`src/sv/pps_pkg.sv`:
```
// shared types and constants for the preemptive priority scheduler
package pps_pkg;

  localparam int MAX_TASKS_DEF = 16;
  localparam int TIME_BITS_DEF = 16;

  localparam int ARR_W  = 16;
  localparam int BURST_W = 16;
  localparam int PRIO_W = 8;
  localparam int RESP_W = 16;
  localparam int ID_W   = 5;
  localparam int OUT_TIME_W = 16;

  localparam int MODE_W = 2;
  localparam logic [MODE_W-1:0] MODE_LOAD  = 2'd0;
  localparam logic [MODE_W-1:0] MODE_TICK  = 2'd1;
  localparam logic [MODE_W-1:0] MODE_CLEAR = 2'd2;

  localparam int IN_DATA_W  = 40;
  localparam int OUT_DATA_W = 72;

  typedef struct packed {
    logic [ARR_W-1:0]   arrival;
    logic [BURST_W-1:0] burst;
    logic [PRIO_W-1:0]  prio;
    logic [BURST_W-1:0] remaining;
    logic               started;
    logic [RESP_W-1:0]  response;
  } entry_t;

  typedef enum logic [1:0] {
    ST_IDLE,
    ST_SCAN,
    ST_FIX,
    ST_REPORT
  } state_t;

endpackage

```
`src/sv/preemptive_priority_scheduler.sv`:
```
// preemptive priority scheduler: task table in one memory, scanned once per tick
// load, clear and unused-mode requests are taken in idle and leave the sequencer idle
// a tick request reads slots 0 to loaded_count-1 one per cycle; its result is registered
// after the scan, fix and report states, and the next request is taken once the sequencer
// is back in idle; a result not yet taken by m_axis_tready holds the sequencer back
// rst clears the counters, sequencer and output valid; the table memory and output data are not cleared
module preemptive_priority_scheduler #(
  parameter int MAX_TASKS = pps_pkg::MAX_TASKS_DEF,
  parameter int TIME_BITS = pps_pkg::TIME_BITS_DEF
) (
  input  logic                           clk,
  input  logic                           rst,
  input  logic                           s_axis_tvalid,
  output logic                           s_axis_tready,
  // arrival, burst, prio_level
  input  logic [pps_pkg::IN_DATA_W-1:0]  s_axis_tdata,
  // mode
  input  logic [pps_pkg::MODE_W-1:0]     s_axis_tuser,
  output logic                           m_axis_tvalid,
  input  logic                           m_axis_tready,
  // ran_valid, ran_id, finished, completion_time, turnaround, waiting, response, all_done
  output logic [pps_pkg::OUT_DATA_W-1:0] m_axis_tdata
);

  localparam int SLOT_W = (MAX_TASKS > 1) ? $clog2(MAX_TASKS) : 1;
  localparam int CNT_W  = $clog2(MAX_TASKS + 1);
  localparam int CALC_W = (TIME_BITS > pps_pkg::ARR_W) ? TIME_BITS : pps_pkg::ARR_W;
  localparam int IDX_W  = pps_pkg::ID_W + CNT_W;
  localparam logic [pps_pkg::BURST_W-1:0] BURST_ONE = pps_pkg::BURST_W'(1);

  pps_pkg::state_t state, state_next;

  pps_pkg::entry_t mem [MAX_TASKS];
  pps_pkg::entry_t mem_q;
  pps_pkg::entry_t mem_wdata;
  logic [SLOT_W-1:0] mem_waddr;
  logic              mem_we;

  logic [TIME_BITS-1:0] tick;
  logic [CNT_W-1:0]     loaded_count;
  logic [CNT_W-1:0]     completed_count;
  logic [CNT_W-1:0]     completed_next;

  logic [CNT_W-1:0]  rd_idx;
  logic              rd_pend;
  logic [SLOT_W-1:0] pend_slot;
  logic              issue;

  logic              found;
  logic [SLOT_W-1:0] best_slot;
  pps_pkg::entry_t   best;
  logic              better;

  logic [TIME_BITS-1:0] comp;
  logic [CALC_W-1:0]    tat;

  logic                    in_acc;
  logic                    adv;
  logic                    fin;
  logic [CALC_W-1:0]       wt;
  logic [CALC_W-1:0]       resp_now;
  logic [IDX_W-1:0]        id_wide;
  logic [CALC_W-1:0]       comp_wide;
  pps_pkg::entry_t         upd;

  logic [pps_pkg::ARR_W-1:0]   in_arrival;
  logic [pps_pkg::BURST_W-1:0] in_burst;
  logic [pps_pkg::PRIO_W-1:0]  in_prio;

  assign in_arrival = s_axis_tdata[15:0];
  assign in_burst   = s_axis_tdata[31:16];
  assign in_prio    = s_axis_tdata[39:32];
  assign in_acc     = s_axis_tvalid && s_axis_tready;

  // scan compare on returning read data
  assign issue  = (state == pps_pkg::ST_SCAN) && (rd_idx < loaded_count);
  assign better = (CALC_W'(mem_q.arrival) <= CALC_W'(tick)) && (mem_q.remaining != '0) &&
                  (!found || (mem_q.prio < best.prio) ||
                   ((mem_q.prio == best.prio) && (mem_q.arrival < best.arrival)));

  // report stage
  assign adv       = (state == pps_pkg::ST_REPORT) && (!m_axis_tvalid || m_axis_tready);
  assign fin       = found && (best.remaining == BURST_ONE);
  assign wt        = (tat >= CALC_W'(best.burst)) ? (tat - CALC_W'(best.burst)) : '0;
  assign resp_now  = CALC_W'(tick) - CALC_W'(best.arrival);
  assign id_wide   = IDX_W'(best_slot) + IDX_W'(1);
  assign comp_wide = CALC_W'(comp);
  assign completed_next = completed_count + CNT_W'(fin);

  always_comb begin
    upd = best;
    upd.remaining = best.remaining - BURST_ONE;
    upd.started = 1'b1;
    if (!best.started) begin
      upd.response = resp_now[pps_pkg::RESP_W-1:0];
    end
  end

  // write port mux
  always_comb begin
    mem_we    = 1'b0;
    mem_waddr = best_slot;
    mem_wdata = upd;
    if (state == pps_pkg::ST_IDLE) begin
      mem_we    = in_acc && (s_axis_tuser == pps_pkg::MODE_LOAD) &&
                  (loaded_count < CNT_W'(MAX_TASKS));
      mem_waddr = loaded_count[SLOT_W-1:0];
      mem_wdata.arrival   = in_arrival;
      mem_wdata.burst     = in_burst;
      mem_wdata.prio      = in_prio;
      mem_wdata.remaining = in_burst;
      mem_wdata.started   = 1'b0;
      mem_wdata.response  = '0;
    end else if (adv) begin
      mem_we = found;
    end
  end

  always_ff @(posedge clk) begin
    if (mem_we) begin
      mem[mem_waddr] <= mem_wdata;
    end
    mem_q <= mem[rd_idx[SLOT_W-1:0]];
  end

  always_ff @(posedge clk) begin
    if (rst) begin
      state <= pps_pkg::ST_IDLE;
    end else begin
      state <= state_next;
    end
  end

  always_comb begin
    state_next    = state;
    s_axis_tready = 1'b0;
    unique case (state)
      pps_pkg::ST_IDLE: begin
        s_axis_tready = 1'b1;
        if (s_axis_tvalid && (s_axis_tuser == pps_pkg::MODE_TICK)) begin
          state_next = pps_pkg::ST_SCAN;
        end
      end
      pps_pkg::ST_SCAN: begin
        if (!issue && !rd_pend) begin
          state_next = pps_pkg::ST_FIX;
        end
      end
      pps_pkg::ST_FIX: begin
        state_next = pps_pkg::ST_REPORT;
      end
      pps_pkg::ST_REPORT: begin
        if (adv) begin
          state_next = pps_pkg::ST_IDLE;
        end
      end
      default: state_next = pps_pkg::ST_IDLE;
    endcase
  end

  // datapath registers
  always_ff @(posedge clk) begin
    if (state == pps_pkg::ST_IDLE) begin
      rd_idx <= '0;
    end else if (issue) begin
      rd_idx <= rd_idx + CNT_W'(1);
    end
    pend_slot <= rd_idx[SLOT_W-1:0];
    if (rd_pend && better) begin
      best      <= mem_q;
      best_slot <= pend_slot;
    end
    if (state == pps_pkg::ST_FIX) begin
      comp <= (tick == '1) ? tick : tick + TIME_BITS'(1);
      tat  <= ((tick == '1) ? CALC_W'(tick) : CALC_W'(tick) + CALC_W'(1)) -
              CALC_W'(best.arrival);
    end
    if (adv) begin
      m_axis_tdata <= {completed_next == loaded_count,
                       fin ? upd.response : {pps_pkg::RESP_W{1'b0}},
                       fin ? wt[pps_pkg::OUT_TIME_W-1:0] : {pps_pkg::OUT_TIME_W{1'b0}},
                       fin ? tat[pps_pkg::OUT_TIME_W-1:0] : {pps_pkg::OUT_TIME_W{1'b0}},
                       fin ? comp_wide[pps_pkg::OUT_TIME_W-1:0] :
                             {pps_pkg::OUT_TIME_W{1'b0}},
                       fin,
                       found ? id_wide[pps_pkg::ID_W-1:0] : {pps_pkg::ID_W{1'b0}},
                       found};
    end
  end

  // control registers
  always_ff @(posedge clk) begin
    if (rst) begin
      tick            <= '0;
      loaded_count    <= '0;
      completed_count <= '0;
      rd_pend         <= 1'b0;
      found           <= 1'b0;
      m_axis_tvalid   <= 1'b0;
    end else begin
      rd_pend <= issue;
      if (adv) begin
        m_axis_tvalid <= 1'b1;
      end else if (m_axis_tready) begin
        m_axis_tvalid <= 1'b0;
      end
      if (state == pps_pkg::ST_IDLE) begin
        found <= 1'b0;
        if (in_acc) begin
          unique case (s_axis_tuser)
            pps_pkg::MODE_LOAD: begin
              if (loaded_count < CNT_W'(MAX_TASKS)) begin
                loaded_count <= loaded_count + CNT_W'(1);
              end
            end
            pps_pkg::MODE_CLEAR: begin
              loaded_count    <= '0;
              completed_count <= '0;
              tick            <= '0;
            end
            default: ;
          endcase
        end
      end else if (rd_pend && better) begin
        found <= 1'b1;
      end
      if (adv) begin
        completed_count <= completed_next;
        tick            <= comp;
      end
    end
  end

  a_no_write_in_scan: assert property (@(posedge clk) disable iff (rst)
    (state == pps_pkg::ST_SCAN) |-> !mem_we)
    else $error("table written during scan");

  a_count_order: assert property (@(posedge clk) disable iff (rst)
    completed_count <= loaded_count)
    else $error("more tasks completed than loaded");

  a_pend_in_scan: assert property (@(posedge clk) disable iff (rst)
    rd_pend |-> (state == pps_pkg::ST_SCAN))
    else $error("read data returned outside scan");

  a_tick_moves_once: assert property (@(posedge clk) disable iff (rst)
    (state == pps_pkg::ST_SCAN) |=> $stable(tick))
    else $error("tick counter changed during scan");

endmodule

```
`config.mk`:
```
export PLATFORM = sky130hd
export DESIGN_NAME = preemptive_priority_scheduler
export DESIGN_NICKNAME = d
export VERILOG_FILES = /design/src/sv/pps_pkg.sv /design/src/sv/preemptive_priority_scheduler.sv
export SDC_FILE = /design/constraint.sdc
export NUM_CORES = 2
export LEC_CHECK = 0
export BUFFER_PORTS_ARGS = -buffer_cell sky130_fd_sc_hd__buf_2
export CAP_MARGIN = 15
export CORE_ASPECT_RATIO = 1.4
export CORE_MARGIN = 5
export CORE_UTILIZATION = 50
export CTS_CLUSTER_SIZE = 10
export DETAILED_ROUTE_END_ITERATION = 8
export GPL_ROUTABILITY_DRIVEN = 0
export GPL_TIMING_DRIVEN = 0
export PLACE_DENSITY_LB_ADDON = 0.25
export SLEW_MARGIN = 20
export SYNTH_ARGS = -nofsm -noshare
export SYNTH_HDL_FRONTEND = slang
export SYNTH_SLANG_ARGS = --single-unit
```
`constraint.sdc`:
```
create_clock -name clk -period 7.7 [get_ports clk]
set_clock_uncertainty 0.05 [all_clocks]
set_input_delay 1.54 -clock clk [delete_from_list [all_inputs] [get_ports clk]]
set_output_delay 1.54 -clock clk [all_outputs]
set_load 0.05 [all_outputs]
```
==> summary.md <==
| Metric | Value |
|---|---|
| Status | `completed` |
| Setup-failing EPs final | `0` |
| #FFs+latches synth | `1462` |
| Layout cell share with drive strength beyond 1 | `0.252` |
| Number of synthesized flops with an enable pin | `1349` |
| Synth Flop Type | `edfxtp_1` |
| Hold_buf cts | `0` |
| Commonest non-fill, non-tap cells in the layout | `edfxtp_1, mux4_2, clkbuf_1` |
| Reg2reg setup slack | `2.81 ns` |
| Total number of vias | `30300` |
| Critical path origin | `state[0]$_SDFFE_PP0P_` |
| Reg2reg end | `mem[8][58]$_DFFE_PP_` |
| WL/cell | `31.0 um` |
| Synth area leaders | `edfxtp_1, mux4_2, dfxtp_1` |
| CTS clock-pin slew for the worst setup and hold paths | `0.06 ns` |
| R2r worst-path depth | `10` |
| LEAKAGE | `21.8 nW` |
| YS warnings | `0` |
| Final Hold Fails | `0` |
| Post-DR vias/cell | `6.22` |
| Syn avg cell area | `20.0 um2` |
| Crit path capture | `mem[8][58]$_DFFE_PP_` |
| CP required | `8.12 ns` |
| Part of the power in the clock network | `0.360` |
| Setup CP Type | `reg -> reg` |
| Switching share of power | `0.254` |
| Design Area, Final | `67000 um2` |
| Nets | `3406` |
| Latest clock arrival within the worst-skew pair | `0.77 ns` |
| Post-cts resize count | `0` |
| Syn Inst Count | `2869` |
| Final Max Slew Viols | `0` |
| Residual DRC | `0` |
| Vias in the first global route | `31300` |
| Core Rows | `147` |
| Initial antenna violation count | `7` |
| Unrepaired setup endpoints after global routing | `no` |
| Die width | `296 um` |
| Cell area after synthesis | `57400 um2` |
| R2R Path Start | `state[0]$_SDFFE_PP0P_` |
| Syn nets | `3019` |
| Flop pwr share | `0.514` |
| Arrival time worst endpoint | `5.32 ns` |
| Max Cap Violations | `0` |
| CP Max Fanout | `18` |
| H-Tree Level Count | `4` |
| Type of origin of the critical path | `flop` |
| Final period util | `0.636` |
| First-pass GRT wire length | `217 mm` |
| PwrDens | `292 nW/um2` |
| Area after DPL | `62200 um2` |
| Gate power share | `0.126` |
| Detailed Route WL | `151 mm` |
| Ys async rst share | `0` |
| Worst-margin pin slew | `1.17 ns` |
| Initial core utilization | `0.501` |
| CTS Sinks | `1462` |
| Max rail drop VDD | `206 uV` |
| Global route total overflow | `0` |
| Psw | `4.98 mW` |
| Setup bufs post-CTS | `0` |
| Crit path capture type | `flop` |
| Antenna-violating nets left | `0` |
| DRT iter0 DRCs | `3557` |
| Yosys top cell area share | `0.706` |
| CTS tree | `built` |
| TritonCTS buffer count | `164` |
| Die height | `411 um` |
| Drt pass-1 iters | `5` |
| DP Wirelength | `100 mm` |
| Seq/Total Area, Yosys | `0.746` |
| Int Power | `14.6 mW` |
| Die ar. | `122000 um2` |
| Commonest non-fill, non-tap cell in the layout | `edfxtp_1` |
| Root Driver | `clkbuf_16` |
| Minimum clock period | `4.89 ns` |
| I/O Buffers | `119` |
| Area delta synth->final | `16.8%` |
| Worst hold slack | `0.336 ns` |
| Largest net degree at the start of global routing | `62` |
| Synth area leader | `edfxtp_1` |
| All-Layer GR Usage | `0.249` |
| Library cells used by synthesis | `69` |
| CORE AREA | `114000 um2` |
| Post-Route Setup TNS | `0 ns` |
| Worst-case clock buffer depth | `3` |
| Hold Crit Class | `reg -> reg` |
| Boundary pin count | `120` |
| Max_slew headroom | `0.218` |
| F_max | `0.204 GHz` |
[synth_stat cells, drive strengths merged (39+ instances only)]
cell type	instances
a21oi	57
ha	101
and2	39
buf	48
nand2	93
nor2	128
o21ai	91
clkbuf	71
mux4	365
dfxtp	113
edfxtp	1349
inv	87
xnor2	46
[state kept, by name, indices dropped and copies added, names as in the netlist, 16 cells and up]
name          cells
mem            1168
comp             16
tat              16
tick             16
best             73
m_axis_tdata     72
mem_q            73
[final cells by class]
cell class | instances | area (um2)
fillers | 8140 | 47400
flip-flops and latches | 1462 | 42800
multi-input cells | 1200 | 13900
clock buffers | 275 | 4590
repair buffers | 221 | 2850
well taps | 1490 | 1860
plain buffers | 119 | 503
inverters | 88 | 330
clock inverters | 11 | 155
diodes | 4 | 10.0
[through the flow]
stage / util / worst slack (ns) / cells / power (mW)
final: 0.586 / 2.81 / 4870 / 19.6
after global routing: 0.586 / 2.78 / 4866 / 20.2
after CTS: 0.585 / 2.89 / 4860 / 19.6
after global placement: 0.523 / -3.28 / 4478 / 12.4
after detailed placement: 0.544 / 2.90 / 4574 / 12.6
after floorplan: - / 1.50 / 2869 / 11.5
[worst min path at each step]
stage	from	endpoint	slack (ns)	depth (start not counted)
after floorplan	rd_idx[2]$_SDFFE_PP0P_	pend_slot[2]$_DFF_P_	0.30	0
after global placement	rd_idx[0]$_SDFFE_PP0P_	pend_slot[0]$_DFF_P_	0.32	0
after detailed placement	rd_idx[2]$_SDFFE_PP0P_	pend_slot[2]$_DFF_P_	0.32	0
after CTS	rd_idx[2]$_SDFFE_PP0P_	pend_slot[2]$_DFF_P_	0.33	0
after global routing	rd_idx[0]$_SDFFE_PP0P_	pend_slot[0]$_DFF_P_	0.35	0
final	rd_idx[2]$_SDFFE_PP0P_	pend_slot[2]$_DFF_P_	0.34	0
[power by group through the flow]
| stage | combinational [mW] | clock, mW | sequential, mW |
|---|---|---|---|
| finish | 2.46 | 7.05 | 10.0 |
| global route | 2.63 | 7.49 | 10.1 |
| CTS | 2.40 | 7.14 | 10.1 |
| detailed placement | 2.40 | 0 | 10.2 |
| global placement | 2.10 | 0 | 10.3 |
| floorplan | 1.29 | 0 | 10.2 |
[cell families after synthesis]
logic type,count (synthesis),share of synthesized area
AND/OR/NAND/NOR,392,0.0333
multiplexers,375,0.145
flip-flops,1462,0.746
AO/OA/AOI/OAI,261,0.0283
buffers and inverters,207,0.0143
adder cells (fa/ha/maj),104,0.0231
XOR/XNOR,68,0.0104
[routing by layer]
| layer | routed length [um] | part of all wire | track usage |
|---|---|---|---|
| met5 | 51 | 0.00034 | 0 |
| met4 | 6760 | 0.045 | 0.0977 |
| met3 | 13400 | 0.089 | 0.0499 |
| met2 | 77100 | 0.51 | 0.426 |
| met1 | 53500 | 0.35 | 0.318 |
[critical path, cell delays in order, from the launching register on]
cell	delay (ns)
dfxtp_1	0.33
inv_1	0.11
ha_1	0.79
clkbuf_1	0.40
clkbuf_1	0.68
a32oi_1	0.53
nor2_4	0.78
buf_12	0.28
buf_12	0.23
buf_12	0.20
buf_16	0.18
No activity file was read; power rests on OpenSTA's default activity.
